--- src/sv/brq_pkg.sv ---
// Shared types, constants and helper functions for the BF16 row quantizer.
// Used by brq_ctrl, brq_datapath and bf16_row_int8_quantizer; no dependencies.
package brq_pkg;

    // IEEE single constants
    localparam logic [31:0] FP32_ONE = 32'h3F80_0000;
    localparam logic [31:0] FP32_INF = 32'h7F80_0000;
    localparam int unsigned FP32_BIAS = 127;

    // 127.0 as a normalized 8-bit mantissa 1.1111110 with exponent 6
    localparam logic [7:0] MANT_127 = 8'hFE;
    localparam int unsigned EXP_127 = 6;

    // Largest BF16 magnitude that is not a NaN (infinity)
    localparam logic [14:0] BF16_INF_MAG = 15'h7F80;

    // Quotient bits produced by the divider: leading one, 23 fraction, guard, extra
    localparam int unsigned DIV_BITS = 26;
    localparam int unsigned DIV_CNT_W = $clog2(DIV_BITS + 1);

    // Saturation magnitude of the int8 result
    localparam logic [6:0] QMAX = 7'd127;

    // Commands from the controller to the datapath
    typedef struct packed {
        logic accept;          // request taken on the input channel
        logic mul_load;        // register the quantize product
        logic load_quant;      // move the quantized word into the output register
        logic div_load_scale;  // load the amax / 127 quotient
        logic div_load_inv;    // start 127 / amax
        logic div_step;        // advance the divider one bit
        logic scale_store;     // hold the rounded row scale
        logic inv_store;       // latch the factor and clear the running max
        logic load_scale;      // move the row scale into the output register
    } brq_cmd_t;

    // Status from the datapath to the controller
    typedef struct packed {
        logic div_busy;
    } brq_sts_t;

    // Normalized BF16 magnitude: 1.xxxxxxx mantissa and unbiased exponent
    typedef struct packed {
        logic [7:0]         ma;
        logic signed [10:0] ea;
    } brq_norm_t;

    // Normalize a BF16 exponent and mantissa; subnormals are shifted up.
    function automatic brq_norm_t bf16_norm(input logic [7:0] e, input logic [6:0] m);
        brq_norm_t          r;
        logic [6:0]         mm;
        logic signed [10:0] ex;
        mm = m;
        ex = -11'sd127;
        if (e != 8'd0) begin
            r.ma = {1'b1, m};
            r.ea = signed'({3'b000, e}) - 11'sd127;
        end else begin
            for (int i = 0; i < 7; i++) begin
                if (!mm[6]) begin
                    mm = {mm[5:0], 1'b0};
                    ex = ex - 11'sd1;
                end
            end
            r.ma = {mm, 1'b0};
            r.ea = ex;
        end
        return r;
    endfunction

endpackage

--- src/sv/bf16_row_int8_quantizer.sv ---
// Top level of the BF16 row quantizer: controller plus datapath.
// Depends on brq_pkg, brq_ctrl and brq_datapath.
//
// Each row is streamed twice. Scan words (mode 0) update a running maximum and give
// no result; for the scan word with row_end, amax/127 is formed by a constant
// multiplication, then 127/amax runs through a bit-serial divider of 26 steps, and
// the row scale goes through states SLOAD, SFIN, ILOAD, IDIV, IFIN and SOUT before
// it is loaded into the output register. Quantize words (mode 1) go through a
// registered 8x24 mantissa multiplier and a rounding stage into the output register,
// once that is free, and then the next request can be taken. The block works on
// one request at a time; the output register lets a finished result wait for
// m_ready while the next request is taken, and a further result waits inside the
// block until that register drains.
module bf16_row_int8_quantizer import brq_pkg::*; (
    input  logic              aclk,
    input  logic              aresetn,
    input  logic              s_valid,
    output logic              s_ready,
    input  logic              s_mode,
    input  logic [15:0]       s_value_bits,
    input  logic              s_row_end,
    output logic              m_valid,
    input  logic              m_ready,
    output logic              m_is_scale,
    output logic signed [7:0] m_quant_value,
    output logic [31:0]       m_scale_bits,
    output logic              m_last
);

    brq_cmd_t cmd;
    brq_sts_t sts;

    // Sequencer
    brq_ctrl u_ctrl (
        .aclk      (aclk),
        .aresetn   (aresetn),
        .s_valid   (s_valid),
        .s_ready   (s_ready),
        .s_mode    (s_mode),
        .s_row_end (s_row_end),
        .m_valid   (m_valid),
        .m_ready   (m_ready),
        .cmd       (cmd),
        .sts       (sts)
    );

    // Arithmetic and payload
    brq_datapath u_datapath (
        .aclk          (aclk),
        .aresetn       (aresetn),
        .cmd           (cmd),
        .sts           (sts),
        .s_mode        (s_mode),
        .s_value_bits  (s_value_bits),
        .s_row_end     (s_row_end),
        .m_is_scale    (m_is_scale),
        .m_quant_value (m_quant_value),
        .m_scale_bits  (m_scale_bits),
        .m_last        (m_last)
    );

endmodule

--- src/sv/brq_ctrl.sv ---
// Controller state machine of the BF16 row quantizer.
// Depends on brq_pkg for the command and status structs.
module brq_ctrl import brq_pkg::*; (
    input  logic     aclk,
    input  logic     aresetn,
    input  logic     s_valid,
    output logic     s_ready,
    input  logic     s_mode,
    input  logic     s_row_end,
    output logic     m_valid,
    input  logic     m_ready,
    output brq_cmd_t cmd,
    input  brq_sts_t sts
);

    localparam logic [3:0] ST_IDLE  = 4'd0;
    localparam logic [3:0] ST_QMUL  = 4'd1;
    localparam logic [3:0] ST_QOUT  = 4'd2;
    localparam logic [3:0] ST_SLOAD = 4'd3;
    localparam logic [3:0] ST_SFIN  = 4'd5;
    localparam logic [3:0] ST_ILOAD = 4'd6;
    localparam logic [3:0] ST_IDIV  = 4'd7;
    localparam logic [3:0] ST_IFIN  = 4'd8;
    localparam logic [3:0] ST_SOUT  = 4'd9;

    logic [3:0] state_reg, state_next;
    logic       m_valid_reg, m_valid_next;
    logic       out_free;

    // The output register can take a result when it is empty or being drained.
    assign out_free = !m_valid_reg || m_ready;
    assign m_valid  = m_valid_reg;

    // Next state and command decode
    always_comb begin
        state_next = state_reg;
        cmd        = '0;
        s_ready    = 1'b0;
        unique case (state_reg)
            ST_IDLE: begin
                s_ready = 1'b1;
                if (s_valid) begin
                    cmd.accept = 1'b1;
                    if (s_mode) begin
                        state_next = ST_QMUL;
                    end else if (s_row_end) begin
                        state_next = ST_SLOAD;
                    end
                end
            end
            ST_QMUL: begin
                cmd.mul_load = 1'b1;
                state_next   = ST_QOUT;
            end
            ST_QOUT: begin
                if (out_free) begin
                    cmd.load_quant = 1'b1;
                    state_next     = ST_IDLE;
                end
            end
            ST_SLOAD: begin
                cmd.div_load_scale = 1'b1;
                state_next         = ST_SFIN;
            end
            ST_SFIN: begin
                cmd.scale_store = 1'b1;
                state_next      = ST_ILOAD;
            end
            ST_ILOAD: begin
                cmd.div_load_inv = 1'b1;
                state_next       = ST_IDIV;
            end
            ST_IDIV: begin
                cmd.div_step = 1'b1;
                if (!sts.div_busy) begin
                    state_next = ST_IFIN;
                end
            end
            ST_IFIN: begin
                cmd.inv_store = 1'b1;
                state_next    = ST_SOUT;
            end
            ST_SOUT: begin
                if (out_free) begin
                    cmd.load_scale = 1'b1;
                    state_next     = ST_IDLE;
                end
            end
            default: begin
                state_next = ST_IDLE;
            end
        endcase
    end

    // Output valid flag
    always_comb begin
        m_valid_next = m_valid_reg;
        if (cmd.load_quant || cmd.load_scale) begin
            m_valid_next = 1'b1;
        end else if (m_ready) begin
            m_valid_next = 1'b0;
        end
    end

    always_ff @(posedge aclk) begin
        if (!aresetn) begin
            state_reg   <= ST_IDLE;
            m_valid_reg <= 1'b0;
        end else begin
            state_reg   <= state_next;
            m_valid_reg <= m_valid_next;
        end
    end

    // A result is loaded only when the output register is free.
    a_load_free: assert property (@(posedge aclk) disable iff (!aresetn)
        (cmd.load_quant || cmd.load_scale) |-> out_free)
        else $error("result loaded over a pending output");

    // At most one result source per cycle.
    a_one_load: assert property (@(posedge aclk) disable iff (!aresetn)
        $onehot0({cmd.load_quant, cmd.load_scale}))
        else $error("two result loads in one cycle");

    // A new request is taken only while no item is in flight.
    a_accept_idle: assert property (@(posedge aclk) disable iff (!aresetn)
        cmd.accept |-> (state_reg == ST_IDLE && !sts.div_busy))
        else $error("request accepted while busy");

endmodule

--- src/sv/brq_datapath.sv ---
// Datapath of the BF16 row quantizer: running max, bit-serial divider,
// FP32 rounding, quantize multiplier and the output payload register.
// Depends on brq_pkg.
module brq_datapath import brq_pkg::*; (
    input  logic              aclk,
    input  logic              aresetn,
    input  brq_cmd_t          cmd,
    output brq_sts_t          sts,
    input  logic              s_mode,
    input  logic [15:0]       s_value_bits,
    input  logic              s_row_end,
    output logic              m_is_scale,
    output logic signed [7:0] m_quant_value,
    output logic [31:0]       m_scale_bits,
    output logic              m_last
);

    // Round a positive quotient 1.q * 2^(be-127) to IEEE single, with subnormals.
    function automatic logic [31:0] fp32_pack(input logic [DIV_BITS-1:0] q,
                                              input logic st,
                                              input logic signed [10:0] be);
        logic [DIV_BITS:0]  sig;
        logic [DIV_BITS:0]  sh_sig;
        logic [DIV_BITS:0]  mask;
        logic signed [10:0] shs;
        logic [4:0]         sh;
        logic               lost;
        logic [23:0]        mant;
        logic               g;
        logic               stk;
        logic [24:0]        r;
        logic [10:0]        e;
        logic [31:0]        res;
        sig = {q, st};
        shs = 11'sd1 - be;
        if (be > 11'sd0) begin
            sh = 5'd0;
        end else if (shs > 11'sd26) begin
            sh = 5'd27;
        end else begin
            sh = shs[4:0];
        end
        mask   = ~({(DIV_BITS + 1){1'b1}} << sh);
        lost   = |(sig & mask);
        sh_sig = sig >> sh;
        mant   = sh_sig[DIV_BITS:3];
        g      = sh_sig[2];
        stk    = (|sh_sig[1:0]) | lost;
        r      = {1'b0, mant} + {24'd0, g & (stk | mant[0])};
        if (be > 11'sd0) begin
            e = be + {10'd0, r[24]};
            if (signed'(e) >= 11'sd255) begin
                res = FP32_INF;
            end else begin
                res = {1'b0, e[7:0], (r[24] ? 23'd0 : r[22:0])};
            end
        end else begin
            res = {1'b0, 7'd0, r[23], r[22:0]};
        end
        return res;
    endfunction

    logic [15:0]             in_word_reg;
    logic                    in_end_reg;
    logic [14:0]             max_reg, max_next;
    logic [31:0]             inv_reg, inv_next;
    logic [31:0]             scale_hold_reg;

    logic [9:0]              div_rem_reg;
    logic [7:0]              div_den_reg;
    logic [DIV_BITS-1:0]     div_quo_reg;
    logic [DIV_CNT_W-1:0]    div_cnt_reg, div_cnt_next;
    logic signed [10:0]      div_be_reg;

    logic [31:0]             prod_reg;
    logic signed [10:0]      pexp_reg;
    logic                    psign_reg;
    logic                    pzero_reg;
    logic                    psat_reg;

    // Running maximum of the scan pass; a NaN never wins
    logic [14:0] in_mag;
    assign in_mag = s_value_bits[14:0];

    always_comb begin
        max_next = max_reg;
        if (cmd.accept && !s_mode && in_mag > max_reg && !(in_mag > BF16_INF_MAG)) begin
            max_next = in_mag;
        end
        if (cmd.inv_store) begin
            max_next = '0;
        end
    end

    // Divider operand setup for 127 / amax
    brq_norm_t          amax_n;
    logic               amax_zero;
    logic               amax_inf;
    logic [7:0]         d_num;
    logic [7:0]         d_den;
    logic signed [10:0] d_ebase;
    logic               d_shift;

    assign amax_n    = bf16_norm(max_reg[14:7], max_reg[6:0]);
    assign amax_zero = (max_reg == 15'd0);
    assign amax_inf  = (max_reg[14:7] == 8'hFF);

    always_comb begin
        d_num   = MANT_127;
        d_den   = amax_n.ma;
        d_ebase = 11'(EXP_127) - amax_n.ea;
        d_shift = (d_num < d_den);
    end

    // amax / 127 by constant multiplication: 2^28 - 1 is a multiple of 127, so
    // floor(ma * 2^28 / 127) = ma * (1 + 2^7 + 2^14 + 2^21) + floor(ma / 127).
    // The remainder ma mod 127 is zero only for ma = 254.
    logic [29:0]        sq_full;
    logic               sq_big;
    logic [DIV_BITS-1:0] sq_quo;
    logic               sq_sticky;
    logic signed [10:0] sq_be;

    assign sq_big    = (amax_n.ma >= 8'd254);
    assign sq_full   = ({22'd0, amax_n.ma} << 21) + ({22'd0, amax_n.ma} << 14) +
                       ({22'd0, amax_n.ma} << 7) + {22'd0, amax_n.ma} +
                       (sq_big ? 30'd2 : 30'd1);
    assign sq_quo    = sq_big ? sq_full[29:4] : sq_full[28:3];
    assign sq_sticky = (amax_n.ma != 8'd254);
    assign sq_be     = amax_n.ea - 11'sd7 + (sq_big ? 11'sd1 : 11'sd0) + 11'(FP32_BIAS);

    // One restoring division step per cycle
    logic       d_bit;
    logic [9:0] d_rem_sub;

    assign d_bit     = (div_rem_reg >= {2'b00, div_den_reg});
    assign d_rem_sub = d_bit ? (div_rem_reg - {2'b00, div_den_reg}) : div_rem_reg;
    assign sts.div_busy = (div_cnt_reg != '0);

    always_comb begin
        div_cnt_next = div_cnt_reg;
        if (cmd.div_load_inv) begin
            div_cnt_next = DIV_CNT_W'(DIV_BITS);
        end else if (cmd.div_step && sts.div_busy) begin
            div_cnt_next = div_cnt_reg - 1'b1;
        end
    end

    // The scale quotient is loaded whole; the factor is divided bit by bit.
    always_ff @(posedge aclk) begin
        if (cmd.div_load_scale) begin
            div_rem_reg <= {9'd0, sq_sticky};
            div_quo_reg <= sq_quo;
            div_be_reg  <= sq_be;
        end else if (cmd.div_load_inv) begin
            div_rem_reg <= d_shift ? {1'b0, d_num, 1'b0} : {2'b00, d_num};
            div_den_reg <= d_den;
            div_quo_reg <= '0;
            div_be_reg  <= d_ebase - (d_shift ? 11'sd1 : 11'sd0) + 11'(FP32_BIAS);
        end else if (cmd.div_step && sts.div_busy) begin
            div_rem_reg <= {d_rem_sub[8:0], 1'b0};
            div_quo_reg <= {div_quo_reg[DIV_BITS-2:0], d_bit};
        end
    end

    // Rounded quotient and the special rows
    logic [31:0] div_fp;
    assign div_fp = fp32_pack(div_quo_reg, div_rem_reg != 10'd0, div_be_reg);

    always_comb begin
        inv_next = inv_reg;
        if (cmd.inv_store) begin
            inv_next = (amax_zero || amax_inf) ? 32'd0 : div_fp;
        end
    end

    always_ff @(posedge aclk) begin
        if (cmd.scale_store) begin
            if (amax_inf) begin
                scale_hold_reg <= FP32_INF;
            end else if (amax_zero || div_fp == 32'd0) begin
                scale_hold_reg <= FP32_ONE;
            end else begin
                scale_hold_reg <= div_fp;
            end
        end
    end

    // Quantize stage one: classify and multiply the mantissas
    brq_norm_t          v_n;
    logic [7:0]         v_e;
    logic [6:0]         v_m;
    logic               v_nan;
    logic               v_inf;
    logic               v_zero;
    logic               f_zero;
    logic               f_inf;
    logic signed [10:0] f_ea;

    assign v_e    = in_word_reg[14:7];
    assign v_m    = in_word_reg[6:0];
    assign v_n    = bf16_norm(v_e, v_m);
    assign v_nan  = (v_e == 8'hFF) && (v_m != 7'd0);
    assign v_inf  = (v_e == 8'hFF) && (v_m == 7'd0);
    assign v_zero = (v_e == 8'd0) && (v_m == 7'd0);
    assign f_zero = (inv_reg == 32'd0);
    assign f_inf  = (inv_reg == FP32_INF);
    assign f_ea   = signed'({3'b000, inv_reg[30:23]}) - 11'(FP32_BIAS);

    always_ff @(posedge aclk) begin
        if (cmd.accept) begin
            in_word_reg <= s_value_bits;
            in_end_reg  <= s_row_end;
        end
        if (cmd.mul_load) begin
            prod_reg  <= {24'd0, v_n.ma} * {8'd0, 1'b1, inv_reg[22:0]};
            pexp_reg  <= v_n.ea + f_ea;
            psign_reg <= in_word_reg[15];
            pzero_reg <= v_nan || f_zero || v_zero;
            psat_reg  <= v_inf || f_inf;
        end
    end

    // Quantize stage two: FP32 rounding of the product, then round half away
    logic signed [10:0] q_ep;
    logic signed [10:0] q_eps;
    logic [31:0]        q_pn;
    logic [23:0]        q_mant;
    logic [24:0]        q_r;
    logic [32:0]        q_x;
    logic [8:0]         q_mag9;
    logic [6:0]         q_mag;
    logic [7:0]         q_val;

    always_comb begin
        q_ep   = pexp_reg + (prod_reg[31] ? 11'sd1 : 11'sd0);
        q_eps  = q_ep + 11'sd2;
        q_pn   = prod_reg[31] ? prod_reg : {prod_reg[30:0], 1'b0};
        q_mant = q_pn[31:8];
        q_r    = {1'b0, q_mant} + {24'd0, q_pn[7] & ((|q_pn[6:0]) | q_mant[0])};
        q_x    = {8'd0, q_r} << q_eps[3:0];
        q_mag9 = {1'b0, q_x[32:25]} + {8'd0, q_x[24]};
        if (pzero_reg) begin
            q_mag = 7'd0;
        end else if (psat_reg || q_ep >= 11'sd7) begin
            q_mag = QMAX;
        end else if (q_ep < -11'sd2) begin
            q_mag = 7'd0;
        end else if (q_mag9 >= {2'b00, QMAX}) begin
            q_mag = QMAX;
        end else begin
            q_mag = q_mag9[6:0];
        end
        q_val = psign_reg ? (8'd0 - {1'b0, q_mag}) : {1'b0, q_mag};
    end

    // Output payload register
    always_ff @(posedge aclk) begin
        if (cmd.load_quant) begin
            m_is_scale    <= 1'b0;
            m_quant_value <= signed'(q_val);
            m_scale_bits  <= 32'd0;
            m_last        <= in_end_reg;
        end else if (cmd.load_scale) begin
            m_is_scale    <= 1'b1;
            m_quant_value <= 8'sd0;
            m_scale_bits  <= scale_hold_reg;
            m_last        <= 1'b1;
        end
    end

    // Row state
    always_ff @(posedge aclk) begin
        if (!aresetn) begin
            max_reg     <= '0;
            inv_reg     <= '0;
            div_cnt_reg <= '0;
        end else begin
            max_reg     <= max_next;
            inv_reg     <= inv_next;
            div_cnt_reg <= div_cnt_next;
        end
    end

    // The running maximum never holds a NaN pattern.
    a_max_not_nan: assert property (@(posedge aclk) disable iff (!aresetn)
        !(max_reg > BF16_INF_MAG))
        else $error("running maximum holds a NaN");

    // Starting the factor division always leaves the divider busy.
    a_div_start: assert property (@(posedge aclk) disable iff (!aresetn)
        cmd.div_load_inv |=> sts.div_busy)
        else $error("divider did not start");

    // The maximum is cleared once the factor is latched.
    a_max_clear: assert property (@(posedge aclk) disable iff (!aresetn)
        cmd.inv_store |=> (max_reg == 15'd0))
        else $error("running maximum not cleared at row end");

endmodule
--- config.mk ---
export PLATFORM = sky130hd
export DESIGN_NAME = bf16_row_int8_quantizer
export DESIGN_NICKNAME = d
export VERILOG_FILES = /design/src/sv/brq_pkg.sv /design/src/sv/bf16_row_int8_quantizer.sv /design/src/sv/brq_ctrl.sv /design/src/sv/brq_datapath.sv
export SDC_FILE = /design/constraint.sdc
export NUM_CORES = 1
export LEC_CHECK = 0
export BUFFER_PORTS_ARGS = -buffer_cell sky130_fd_sc_hd__buf_2
export CAP_MARGIN = 20
export CORE_UTILIZATION = 54
export DETAILED_ROUTE_END_ITERATION = 12
export PLACE_DENSITY = 0.71
export SKIP_CTS_REPAIR_TIMING = 1
export SYNTH_ARGS = -nofsm -noshare
export SYNTH_HDL_FRONTEND = slang
export SYNTH_SLANG_ARGS = --single-unit
--- constraint.sdc ---
create_clock -name aclk -period 24.6 [get_ports aclk]
set_input_delay 1.23 -clock aclk [delete_from_list [all_inputs] [get_ports aclk]]
set_output_delay 1.23 -clock aclk [all_outputs]
set_load 0.01 [all_outputs]
==> reports/qor.txt <==
Status - finished, final reports clean
Number of library cell types mapped by synthesis - 101
Synth Area in Compound Gates - 17.8%
Clk_lat worst skew - 560 ps
Vias in the first global route - 20015
Die H - 210 um
Max-slew violations - 0
Setup CP Type - reg -> reg
Share of the synthesized area in the top cell type - 18.4%
Worst Clk Skew - 27.3 ps
Routed vias/inst - 6.07
Synth area leader - edfxtp_1
Post-Synth Adder-Cell Area - 18.3%
Most common cell after layout, fill and taps aside - nand2_1
Top_reg_cell synth - edfxtp_1
First-pass GRT wire length - 104000 um
Synthesis-stage register bit count - 240
Period utilisation layout - 38.5%
Initial core utilization - 55.1%
Arrival time of the worst setup path - 9780 ps
Pre-antenna DRT Iters - 5
RSZ-0062 raised after global routing - false
Fin. Hold Viols - 0
PwrDens - 73.2 nW/um2
CTS Root Cell - clkbuf_16
Overflow after GRT - 0
Synth warn - 0
CTS Buffer Depth - 3
Average size of a mapped cell - 8.38 um2
Die area - 44100 um2
TritonCTS Buffers - 28
Routed Antenna Nets - 0
Hold Path Class - reg -> reg
EDFF count, synth - 143
Initial antenna violation count - 0
Synthesized instance count - 2786
Share of layout cells above drive strength 1 - 8.35%
Seq/Total Area, Yosys - 26.7%
Hold_ws - 451 ps
HPWL Detailed - 47800 um
PortBufs - 64
Fin Setup TNS - 0 ps
Clk pwr share - 24.6%
Sw Ratio - 40.5%
GRT Util Overall - 29.0%
Worst Max-Slew Pin Slew - 1060 ps
Critical Path Fanout Max - 19
Critical path's slowest cell - and2_1
Largest net degree at the start of global routing - 46
Clk slew on worst S/H paths - 60 ps
Core Rows - 75
I/O pin count - 66
Critical Path RT - 24900 ps
Fin nets - 3029
Post-synth ARST share - 0%
Post-synthesis simple-gate area fraction - 21.9%
Cell Area, Placed - 24000 um2
Leading post-synthesis cells by cell area - edfxtp_1, fa_1, dfxtp_1
ANT cells - 0
DRC - 0
LEAKAGE - 10.6 nW
Peak supply drop - 0.0000649 V
Synth Cell Area - 23300 um2
Fin crit period - 9480 ps
Routed Wire Length - 63600 um
Drt wl/cell - 19.0 um
Comb pwr share - 45.2%
Post-layout instance count excluding filler cells - 3345
Die width - 210 um
Final number of setup-violating endpoints - 0
CORE AREA - 42300 um2
Pint - 1.09 mW
CP Capture Type - register
Switching Power - 743 uW
CTS tree - done
Post-Place Cells - 3291
Setup crit start kind - register
Vias - 20294
Mux share of post-synthesis cell area - 3.45%
Final instance area - 25000 um2
Area growth syn-to-layout - 7.25%
Syn nets - 3069
# H-tree levels - 1
F_max - 105 MHz
Sequential share of power - 30.1%
Iter 0 DRT Violations - 1526
CP max stage delay - 670 ps
Commonest non-fill, non-tap cells in the layout - nand2_1, inv_1, nor2_1
Max_slew headroom - 29.6%
Clk sinks - 240
Max Cap Violations - 0
Largest family of logic cells by synthesized area - simple AND/OR/NAND/NOR gates
RePlAce Congestion - 0.947
Synth Area in XOR/XNOR - 4.99%
[metal layers]
| metal | share of wire (%) | wire (um) | track usage, % |
|---|---|---|---|
| met5 | 0 | 0 | 0 |
| met4 | 3.4 | 2180 | 10.0 |
| met3 | 5.4 | 3460 | 3.19 |
| met2 | 49 | 31300 | 51.3 |
| met1 | 42 | 26700 | 36.7 |
[area by class of cell]
class / instances / area [um2]
Clock buffer: 42 / 887
Clock inverter: 10 / 141
Fill cell: 3727 / 17300
Inverter: 235 / 882
Multi-Input combinational cell: 2140 / 15500
Sequential cell: 240 / 6240
Tap cell: 577 / 722
Timing Repair Buffer: 101 / 626
[final timing paths]
check,cells after the start,slack [ps],from,to
worst max-delay path,31,15120,u_datapath.div_be_reg[6],u_datapath.scale_hold_reg[23]
worst min-delay path,0,450,u_datapath.in_word_reg[15],u_datapath.psign_reg
worst max register to register,31,15120,u_datapath.div_be_reg[6],u_datapath.scale_hold_reg[23]
worst min register to register,0,450,u_datapath.in_word_reg[15],u_datapath.psign_reg
[through the flow]
step / utilization, % / total power, mW / worst slack, ps
finish: 59.1 / 1.83 / 15120
detailed placement: 56.6 / 1.37 / 15200
floorplan: - / 1.18 / 16700
CTS: 59.0 / 1.83 / 15210
global placement: 56.6 / 1.36 / 15420
global route: 59.1 / 1.95 / 14330
[Yosys cell counts (23+ instances only)]
cell	n
mux2i_1	58
xnor2_1	92
and3_1	31
nor2_1	192
clkbuf_1	129
ha_1	128
nor2b_1	41
o211ai_1	27
o21ai_0	130
edfxtp_1	143
nor3_1	63
nand2_1	372
xor2_1	41
inv_1	232
nand3_1	96
a211oi_1	23
a21oi_1	169
and2_1	76
nand4_1	28
a21o_1	41
fa_1	133
nor4_1	37
dfxtp_1	97
[critical path, delay by kind of cell (launching register included)]
family / cells / cell delay [ps]
fa+ha+maj: 3 / 630
compound gates: 8 / 1630
simple gates: 17 / 5870
buf+inv: 2 / 140
flops: 1 / 590
mux: 1 / 370
[cell families after synthesis]
logic type / Yosys count
compound gates: 618
xor+xnor: 133
fa+ha+maj: 261
buf+inv: 406
flops: 240
mux: 77
other cells: 1
simple gates: 1050
[power groups by stage]
stage / Sequential [mW] / Clock [mW] / Combinational [mW]
finish: 0.552 / 0.452 / 0.829
global placement: 0.557 / 0 / 0.798
detailed placement: 0.559 / 0 / 0.814
CTS: 0.551 / 0.459 / 0.821
floorplan: 0.526 / 0 / 0.655
global route: 0.558 / 0.474 / 0.919
Note: power is estimated with default switching activity, not from simulation.
